--- src/sv/bvs_pkg.sv ---
// ----------------------------------------------------------------------------
// bvs_pkg : shared types and constants for the buoyancy vorticity stencil
// Fixed-point defaults, operation codes of the shared unit, sequencer states.
// ----------------------------------------------------------------------------
`default_nettype none
package bvs_pkg;
  localparam int unsigned MAX_COLUMNS_DEF = 1024;
  localparam int unsigned WORD_BITS_DEF   = 40;
  localparam int unsigned FRAC_BITS_DEF   = 24;
  localparam int unsigned FIELD_W         = 40;
  localparam int unsigned UFIELD_W        = 39;
  localparam int unsigned CFG_IDX_W       = 3;
  localparam int unsigned CFG_DATA_W      = 39;
  localparam int unsigned IN_TDATA_W      = 280;
  localparam int unsigned OUT_TDATA_W     = 40;

  typedef enum logic [CFG_IDX_W-1:0] {
    REG_GRAVITY    = 3'd0,
    REG_INV_DX     = 3'd1,
    REG_TWO_DT     = 3'd2,
    REG_WATER_MODE = 3'd3,
    REG_ROW_LENGTH = 3'd4,
    REG_ROW_COUNT  = 3'd5
  } cfg_reg_t;

  typedef enum logic [3:0] {
    OP_MUL = 4'b0001,
    OP_DIV = 4'b0010,
    OP_ADD = 4'b0100,
    OP_SUB = 4'b1000
  } op_t;

  typedef enum logic [5:0] {
    ST_IDLE  = 6'b000001,
    ST_READ  = 6'b000010,
    ST_ISSUE = 6'b000100,
    ST_BUSY  = 6'b001000,
    ST_WRITE = 6'b010000,
    ST_OUT   = 6'b100000
  } state_t;
endpackage
`default_nettype wire

--- src/sv/bvs_alu.sv ---
// ----------------------------------------------------------------------------
// bvs_alu : shared iterative arithmetic unit
// Fixed-point multiply (one operand bit a cycle), division (one quotient bit
// a cycle) and saturating add and subtract. Results saturate to the word range.
// ----------------------------------------------------------------------------
`default_nettype none
module bvs_alu #(
  parameter int unsigned WORD_BITS = bvs_pkg::WORD_BITS_DEF,
  parameter int unsigned FRAC_BITS = bvs_pkg::FRAC_BITS_DEF
) (
  input  wire logic                        clk,
  input  wire logic                        rst_n,
  input  wire logic                        start,
  input  wire bvs_pkg::op_t                op,
  input  wire logic signed [WORD_BITS-1:0] a,
  input  wire logic signed [WORD_BITS-1:0] b,
  output logic                             done,
  output logic signed [WORD_BITS-1:0]      y
);
  import bvs_pkg::*;

  localparam int unsigned MW   = WORD_BITS;            // magnitude width
  localparam int unsigned PW   = 2 * WORD_BITS;        // product width
  localparam int unsigned NW   = WORD_BITS + FRAC_BITS; // dividend width
  localparam int unsigned CW   = $clog2(NW + 1);
  localparam logic [MW-1:0] LIM_P = {1'b0, {(MW-1){1'b1}}};
  localparam logic [MW-1:0] LIM_N = {1'b1, {(MW-1){1'b0}}};

  logic            busy_r, busy_nxt;
  logic            done_r, done_nxt;
  op_t             op_r, op_nxt;
  logic            neg_r, neg_nxt;
  logic [CW-1:0]   cnt_r, cnt_nxt;
  logic [MW-1:0]   mb_r, mb_nxt;          // multiplier / divisor
  logic [NW-1:0]   sh_r, sh_nxt;          // multiplicand (low MW) or dividend
  logic [PW-1:0]   acc_r, acc_nxt;        // product
  logic [MW:0]     rem_r, rem_nxt;
  logic [NW-1:0]   q_r, q_nxt;
  logic signed [WORD_BITS-1:0] y_r, y_nxt;

  logic [MW-1:0] ma, mbv;
  logic [MW:0]   rtry;
  logic [MW:0]   rdiff;
  logic signed [WORD_BITS:0] ax, bx;
  logic signed [WORD_BITS:0] sum;
  logic [PW-1:0] pshift;
  logic          ovf;
  logic [MW-1:0] mag;

  function automatic logic [MW-1:0] absv(input logic signed [WORD_BITS-1:0] v);
    absv = v[WORD_BITS-1] ? MW'(-v) : MW'(v);
  endfunction

  function automatic logic signed [WORD_BITS-1:0] sat_mag(input logic neg,
      input logic over, input logic [MW-1:0] m);
    logic [MW-1:0] lim;
    logic [MW-1:0] v;
    lim = neg ? LIM_N : LIM_P;
    v = (over || m > lim) ? lim : m;
    sat_mag = neg ? -$signed(v) : $signed(v);
  endfunction

  always_comb begin
    ma = absv(a);
    mbv = absv(b);
    ax = {a[WORD_BITS-1], a};
    bx = {b[WORD_BITS-1], b};
    sum = (op == OP_SUB) ? ax - bx : ax + bx;
    rtry = {rem_r[MW-1:0], sh_r[NW-1]};
    rdiff = rtry - {1'b0, mb_r};
    busy_nxt = busy_r;
    done_nxt = 1'b0;
    op_nxt = op_r;
    neg_nxt = neg_r;
    cnt_nxt = cnt_r;
    mb_nxt = mb_r;
    sh_nxt = sh_r;
    acc_nxt = acc_r;
    rem_nxt = rem_r;
    q_nxt = q_r;
    y_nxt = y_r;
    ovf = 1'b0;
    mag = '0;
    if (start) begin
      op_nxt = op;
      case (op)
        OP_ADD, OP_SUB: begin
          if (sum[WORD_BITS] != sum[WORD_BITS-1])
            y_nxt = sum[WORD_BITS] ? $signed(LIM_N) : $signed(LIM_P);
          else
            y_nxt = sum[WORD_BITS-1:0];
          done_nxt = 1'b1;
        end
        OP_MUL: begin
          busy_nxt = 1'b1;
          neg_nxt = a[WORD_BITS-1] ^ b[WORD_BITS-1];
          mb_nxt = mbv;
          sh_nxt = NW'(ma);
          acc_nxt = '0;
          cnt_nxt = CW'(MW);
        end
        OP_DIV: begin
          if (b[WORD_BITS-1] || b == '0) begin
            y_nxt = (a == '0) ? '0 : (a[WORD_BITS-1] ? $signed(LIM_N) : $signed(LIM_P));
            done_nxt = 1'b1;
          end else begin
            busy_nxt = 1'b1;
            neg_nxt = a[WORD_BITS-1];
            mb_nxt = mbv;
            sh_nxt = {ma, {FRAC_BITS{1'b0}}};
            rem_nxt = '0;
            q_nxt = '0;
            cnt_nxt = CW'(NW);
          end
        end
        default: done_nxt = 1'b1;
      endcase
    end else if (busy_r) begin
      if (op_r == OP_MUL) begin
        // shift-add, multiplier bit LSB first
        if (mb_r[0]) acc_nxt = acc_r + (PW'(sh_r[MW-1:0]) << (MW - 32'(cnt_r)));
        mb_nxt = mb_r >> 1;
      end else begin
        // restoring division, one quotient bit per cycle
        sh_nxt = sh_r << 1;
        if (!rdiff[MW]) begin
          rem_nxt = rdiff;
          q_nxt = {q_r[NW-2:0], 1'b1};
        end else begin
          rem_nxt = rtry;
          q_nxt = {q_r[NW-2:0], 1'b0};
        end
      end
      cnt_nxt = cnt_r - CW'(1);
      if (cnt_r == CW'(1)) begin
        busy_nxt = 1'b0;
        done_nxt = 1'b1;
      end
    end
    // the last step's partial product is already in acc_nxt
    pshift = acc_nxt >> FRAC_BITS;
    if (busy_r && cnt_r == CW'(1)) begin
      if (op_r == OP_MUL) begin
        ovf = |(pshift[PW-1:MW]);
        mag = pshift[MW-1:0];
      end else begin
        ovf = |(q_nxt[NW-1:MW]);
        mag = q_nxt[MW-1:0];
      end
      y_nxt = sat_mag(neg_r, ovf, mag);
    end
  end

  always_ff @(posedge clk) begin
    if (!rst_n) begin
      busy_r <= 1'b0;
      done_r <= 1'b0;
      cnt_r <= '0;
      op_r <= OP_ADD;
    end else begin
      busy_r <= busy_nxt;
      done_r <= done_nxt;
      cnt_r <= cnt_nxt;
      op_r <= op_nxt;
    end
    neg_r <= neg_nxt;
    mb_r <= mb_nxt;
    sh_r <= sh_nxt;
    acc_r <= acc_nxt;
    rem_r <= rem_nxt;
    q_r <= q_nxt;
    y_r <= y_nxt;
  end

  assign done = done_r;
  assign y = y_r;
endmodule
`default_nettype wire

--- config.mk ---
export PLATFORM = sky130hd
export DESIGN_NAME = bvs_alu
export DESIGN_NICKNAME = d
export VERILOG_FILES = /design/src/sv/bvs_pkg.sv /design/src/sv/bvs_alu.sv
export SDC_FILE = /design/constraint.sdc
export NUM_CORES = 2
export LEC_CHECK = 0
export ABC_AREA = 1
export BUFFER_PORTS_ARGS = -buffer_cell sky130_fd_sc_hd__buf_2
export CORE_MARGIN = 4
export CORE_UTILIZATION = 28
export CTS_BUF_LIST = sky130_fd_sc_hd__clkbuf_8 sky130_fd_sc_hd__clkbuf_16
export CTS_CLUSTER_DIAMETER = 50
export CTS_CLUSTER_SIZE = 12
export DETAILED_ROUTE_END_ITERATION = 6
export HOLD_SLACK_MARGIN = 0.03
export PLACE_DENSITY = 0.38
export REMOVE_ABC_BUFFERS = 1
export SLEW_MARGIN = 20
export SYNTH_ARGS = -nofsm -noshare
export SYNTH_HDL_FRONTEND = slang
export SYNTH_SLANG_ARGS = --single-unit
--- constraint.sdc ---
create_clock -name clk -period 16 [get_ports clk]
set_input_delay 0.8 -clock clk [delete_from_list [all_inputs] [get_ports clk]]
set_output_delay 0.8 -clock clk [all_outputs]
set_load 0.02 [all_outputs]
## Yosys cells after proc, flatten, opt, wreduce, memory -nomap -nowiden

Cells that the tools add are included.

| storage, ports and cells | value |
|---|---|
| word-level logic and storage cells | 122 |
| input bits | 87 |
| output and inout port bits | 41 |
| register bits | 342 |

| operators by class | value |
|---|---|
| muxes and demuxes | 61 |
| reductions and logical operators | 22 |
| bitwise gates (word level) | 1 |
| shift operators | 1 |
| magnitude comparators | 1 |
| add/subtract/negate cells | 9 |
| equal/unequal tests | 15 |

Operators with widths:

| operator | count |
|---|---|
| 2-to-1 mux 40 bit | 24 |
| 2-to-1 mux 64 bit | 9 |
| 2-to-1 mux 80 bit | 5 |
| case mux 40 bit (2 select lines) | 2 |
| case mux 64 bit (2 select lines) | 1 |
| negation 40 bit | 3 |
| adder 80 bit | 1 |
| logical NOT 40 bit | 2 |
| left shift 40 x 32 -> 80 bit | 1 |
| adder 40 x 40 -> 41 bit | 1 |
| 2-to-1 mux 41 bit | 1 |
| subtractor 40 x 40 -> 41 bit | 1 |
| subtractor 41 x 40 -> 41 bit | 1 |
| > comparator 40 bit | 1 |
| OR reduction 24 bit | 1 |
| 2-to-1 mux 7 bit | 3 |
| AND reduction 4 bit | 4 |
| OR reduction 16 bit | 1 |
| case mux 7 bit (2 select lines) | 1 |
| 2-to-1 mux 1 bit | 12 |
| nonzero test 2 bit | 5 |
| AND reduction 3 bit | 3 |
| equality test 4 x 1 -> 1 bit, second input constant | 2 |
| subtractor 6 x 7 -> 8 bit, first input constant | 1 |
| 17 further kinds | 24 |

## Depth between registers and ports, before layout

| logic depth | value |
|---|---|
| depth in word-level cells | 15 |
| gate-level depth with buffers | 65 |
| depth with buffers taken out | 61 |

## Least setup slack after synthesis

No wires, ideal clock.

| timing path | value |
|---|---|
| path type | register to register |
| start | register cnt_r[0] |
| end | register y_r[32], in the netlist y[32], data pin |
| stages on the path, launching flop included | 60 |
| setup slack | 7.895 ns |
| library setup time | 0.253 ns |
| required time | 15.747 ns |
| arrival | 7.852 ns |
| cells stage by stage | dfxtp_1 -> clkinv_1 -> buf_2 -> buf_1 -> buf_1 -> ha_1 -> clkbuf_1 -> inv_1 -> buf_1 -> buf_1 -> mux2i_1 -> nand2_1 -> nand2_1 -> nand2_1 -> o21ai_0 -> inv_1 -> nand2_1 -> o21ai_0 -> [24 not listed] -> o21ai_0 -> a21boi_4 -> nand2_4 -> nand2_8 -> buf_6 -> buf_6 -> nand2_1 -> inv_1 -> ha_1 -> nand2_1 -> nor2_4 -> nand3_1 -> nand2_2 -> nand2_4 -> nor2_4 -> nand3_1 -> nand3_1 -> nand2_1 |

| on the way | value |
|---|---|
| cells in the longest elaborated chain, start to end | 15 |
| elaborated cells between the ends (all ways) | 20 |

RTL lines:

| what | RTL line | text |
|---|---|---|
| from (decl) | bvs_alu.sv:33 | `logic [CW-1:0] cnt_r, cnt_nxt;` |
| from (signal assigned) | bvs_alu.sv:163 | `cnt_r <= cnt_nxt;` |
| subtractor 6 x 7 -> 8 bit * | bvs_alu.sv:121 | `if (mb_r[0]) acc_nxt = acc_r + (PW'(sh_r[MW-1:0]) << (MW - 32'(cnt_r)));` |
| left shift 40 x 32 -> 80 bit * | bvs_alu.sv:121 |  |
| adder 80 bit * | bvs_alu.sv:121 |  |
| 2-to-1 mux 80 bit * | bvs_alu.sv:121 |  |
| 2-to-1 mux 80 bit * | bvs_alu.sv:119 | `if (op_r == OP_MUL) begin` |
| 2-to-1 mux 80 bit * | bvs_alu.sv:118 | `end else if (busy_r) begin` |
| 2-to-1 mux 80 bit * | bvs_alu.sv:84 | `if (start) begin` |
| named net acc_nxt[46] | bvs_alu.sv:36 | `logic [PW-1:0] acc_r, acc_nxt;` |
| 2-to-1 mux 40 bit * | bvs_alu.sv:143 | `if (op_r == OP_MUL) begin` |
| 2-to-1 mux 40 bit * | bvs_alu.sv:142 | `if (busy_r && cnt_r == CW'(1)) begin` |
| > comparator 40 bit | bvs_alu.sv:59 | `v = (over \|\| m > lim) ? lim : m;` |
| logical OR 1 bit | bvs_alu.sv:59 |  |
| 2-to-1 mux 40 bit * | bvs_alu.sv:59 |  |
| negation 40 bit | bvs_alu.sv:60 | `sat_mag = neg ? -$signed(v) : $signed(v);` |
| 2-to-1 mux 40 bit * | bvs_alu.sv:60 |  |
| 2-to-1 mux 40 bit * | bvs_alu.sv:142 |  |
| named net y_nxt[32] | bvs_alu.sv:39 | `logic signed [WORD_BITS-1:0] y_r, y_nxt;` |
| to (signal assigned) | bvs_alu.sv:172 | `y_r <= y_nxt;` |
| to (decl) | bvs_alu.sv:39 |  |

The timed path passes the listed nets; every way through them passes the cells marked *. The select of a mux whose other input is x is not followed.
A chain may end at the register's enable or synchronous reset.

## Worst setup path after layout

| timing path | value |
|---|---|
| start | register cnt_r[0] |
| end | register y_r[24], in the netlist y[24], data pin |

Same word-level chain as after synthesis.

==> out/results.ini <==
[yosys]
synth_seq_cells = 342
ys_seq_area_frac = 0.261
synth_edf_count = 209
async_flop_share = 0
ys_types = 74
syn_area_mm2 = 0.0342
synth_top_flop_cell = edfxtp_1
synth_warnings = 0
synth_cells = 5361
syn_avg_cell_area_um2 = 6.38

[timing]
final_max_slew_viol_count = 0
timing.setup.tns_ns = 0
rsz0062_at_grt = no
max_clock_freq_ghz = 0.0931
tightest_slew_ns = 1.10
clock_skew_ns = 0.0345
hold_viol_final = 0
setup_viol = 0
relSlewSlack = 0.266
period_minus_slack_ns = 10.74
fin_crit_sh = 0.671

[placement]
gp_congestion = 0.971
place_hpwl_um = 123000
dpl_cell_area_mm2 = 0.0364
port_buffers = 127

[setup_path]
crit_fanout = 64
required_ns = 16.38
cp-startpoint = cnt_r[0]
cp_slowest_cell = a31oi_1
slowest_delay_ns = 0.81
crit_type = flip-flop to flip-flop
arrival_ns = 11.13
crit_path_start_kind = flip-flop
worstReg2RegStart = cnt_r[0]
cpMostUsedCell = nand2_1
end_kind = flip-flop

[worst_hold_path]
hp-class = flip-flop to flip-flop
hp-start = q_r[30]

[routing]
wl_per_cell_um = 21.5
drt-total-wl_um = 153000
dr.pass1.iters = 6
first_iter_violations = 2632
postRouteAntennaNets = 0
vias = 35500
drcViolationCount = 0
viasPerCell = 5.00

[layout]
nets = 5699
drive_gt1_frac = 0.0782
multi_input_area_mm2 = 0.0217
area_growth_pct = 14.1
fill_cells = 13600
design_area_mm2 = 0.0391
regArea_mm2 = 0.00894
final_util = 0.321

[die]
fp.dieW_um = 358
num_rows = 128
die_area_mm2 = 0.128
start_util = 0.282
coreArea_mm2 = 0.122
io_pins = 128
dieHeight_um = 358

[clocking]
cts_inserted_buffers = 75
cts.hold.buffers_added = 0
clock_latency_ns = 0.66
clockBufferDepth = 3
cts_tree = built
cts_resized = 0
post-cts-setup-buffers = 0
clockRootBuffer = clkbuf_16
clock_sinks = 342
path_clk_slew_ns = 0.05
ctsHtreeMaxLevel = 3

[global_routing]
grt_pass1_vias = 35000
antenna_found_initial = 10
grt_util_all_layers = 0.235
grt_overflow = 0
grt_pass1_wl_um = 227000
grt_max_degree = 80

[power_and_ir_drop]
p_per_area_mw_per_mm2 = 118
peakVddDrop_mv = 0.0846
leakagePower_nw = 18.2

[run]
maxCapViolCount = 0

[status]
status = finished, final reports clean

[flip-flops by register name, summed over array words and instances (netlist names)]
| register | count |
|---|---|
| y | 40 |
| done | 1 |
| q_r | 64 |
| cnt_r | 7 |
| rem_r | 40 |
| busy_r | 1 |
| neg_r | 1 |
| op_r | 4 |
| sh_r | 64 |
| mb_r | 40 |
| acc_r | 80 |
[final cells by class]
class,count,area share
Tap cell,1625,0.0520
Clock buffer,83,0.0517
Timing Repair Buffer,172,0.0251
Clock inverter,50,0.0159
Antenna cell,5,0.000320
Multi-Input combinational cell,4084,0.556
Inverter,730,0.0703
Sequential cell,342,0.229
[cell families after synthesis]
logic type,share of synthesized area
and+or+nand+nor,0.300
AOI/OAI and AO/OA,0.205
buffers and inverters,0.107
DFF,0.261
adders and majority gates,0.0763
xor gates and xnor gates,0.0463
muxes,0.00439
[layer usage]
metal | global-route usage | vias to the layer above | routed length [µm]
met2 | 0.402 | 802 | 72000
li1 | - | 17900 | -
met1 | 0.301 | 16500 | 68200
met3 | 0.0294 | 224 | 5830
met4 | 0.0901 | 10 | 6620
met5 | 0 | - | 62
[layout by cell type (no fill, tap or decap), types with 16 or more instances in the layout]
cell type / synthesis / final
nor2_1: 462 / 460
xnor2_1: 74 / 74
buf_2: 22 / 126
nand3_2: 22 / 25
clkbuf_16: 0 / 78
nor3_1: 59 / 59
dfxtp_1: 133 / 133
nor2_2: 18 / 18
nand4_1: 41 / 41
o21a_1: 16 / 16
ha_1: 204 / 204
edfxtp_1: 209 / 209
inv_1: 706 / 714
a31oi_1: 37 / 37
xor2_1: 107 / 105
nand2_1: 1404 / 1400
inv_2: 18 / 19
o22ai_1: 40 / 40
o21ai_1: 37 / 38
o21bai_1: 48 / 48
nand3_1: 320 / 317
o211ai_1: 26 / 26
a21oi_1: 384 / 383
buf_4: 5 / 45
o21ai_0: 581 / 580
[critical path: cells and delay by family (launching register included)]
family | cells | cell delay (ns)
AO/OA/AOI/OAI | 15 | 3.69
adder cells (fa/ha/maj) | 4 | 1.34
buffers and inverters | 8 | 2.04
flip-flops | 1 | 0.30
AND/OR/NAND/NOR | 24 | 3.04
[path summary, 6_finish.rpt]
check	end	slack (ns)	depth (start not counted)
worst max-delay path	y[24]	5.26	51
worst min-delay path	q_r[31]	0.49	2
worst max register to register	y[24]	5.26	51
worst min register to register	q_r[31]	0.49	2
[metrics by stage]
| stage | setup slack [ns] | std cells | total power, mW | hold slack, ns |
|---|---|---|---|---|
| 2_1_floorplan | 5.35 | 5156 | 2.27 | 0.457 |
| 3_3_place_gp | 5.24 | 6953 | 2.99 | 0.484 |
| 3_5_place_dp | 5.31 | 6953 | 2.98 | 0.481 |
| 4_1_cts | 5.27 | 7086 | 4.67 | 0.419 |
| 5_1_grt | 4.27 | 7086 | 4.91 | 0.463 |
| 6_report | 5.26 | 7091 | 4.62 | 0.486 |
[cell usage after synthesis, types with 18 or more instances]
cell type / count / area share
nand3_1: 320 / 0.047
inv_1: 706 / 0.077
nand4_1: 41 / 0.0075
o21ai_0: 581 / 0.085
nor3_1: 59 / 0.0086
clkbuf_1: 139 / 0.015
o22ai_1: 40 / 0.0073
o211ai_1: 26 / 0.0057
xor2_1: 107 / 0.027
a21oi_1: 384 / 0.056
ha_1: 204 / 0.075
dfxtp_1: 133 / 0.078
nor2_2: 18 / 0.0033
buf_2: 22 / 0.0032
buf_1: 27 / 0.0030
edfxtp_1: 209 / 0.18
xnor2_1: 74 / 0.019
nand2_1: 1404 / 0.15
a31oi_1: 37 / 0.0068
inv_2: 18 / 0.0020
o21bai_1: 48 / 0.011
nor2_1: 462 / 0.051
o21ai_1: 37 / 0.0054
nand3_2: 22 / 0.0064
[where the power goes]
group	internal [mW]	leakage (nW)	switching (mW)
Combinational	0.527	13.9	1.33
Sequential	1.06	3.01	0.0482
Clock	1.09	1.32	0.567
Power figures use the tool's default switching activity.
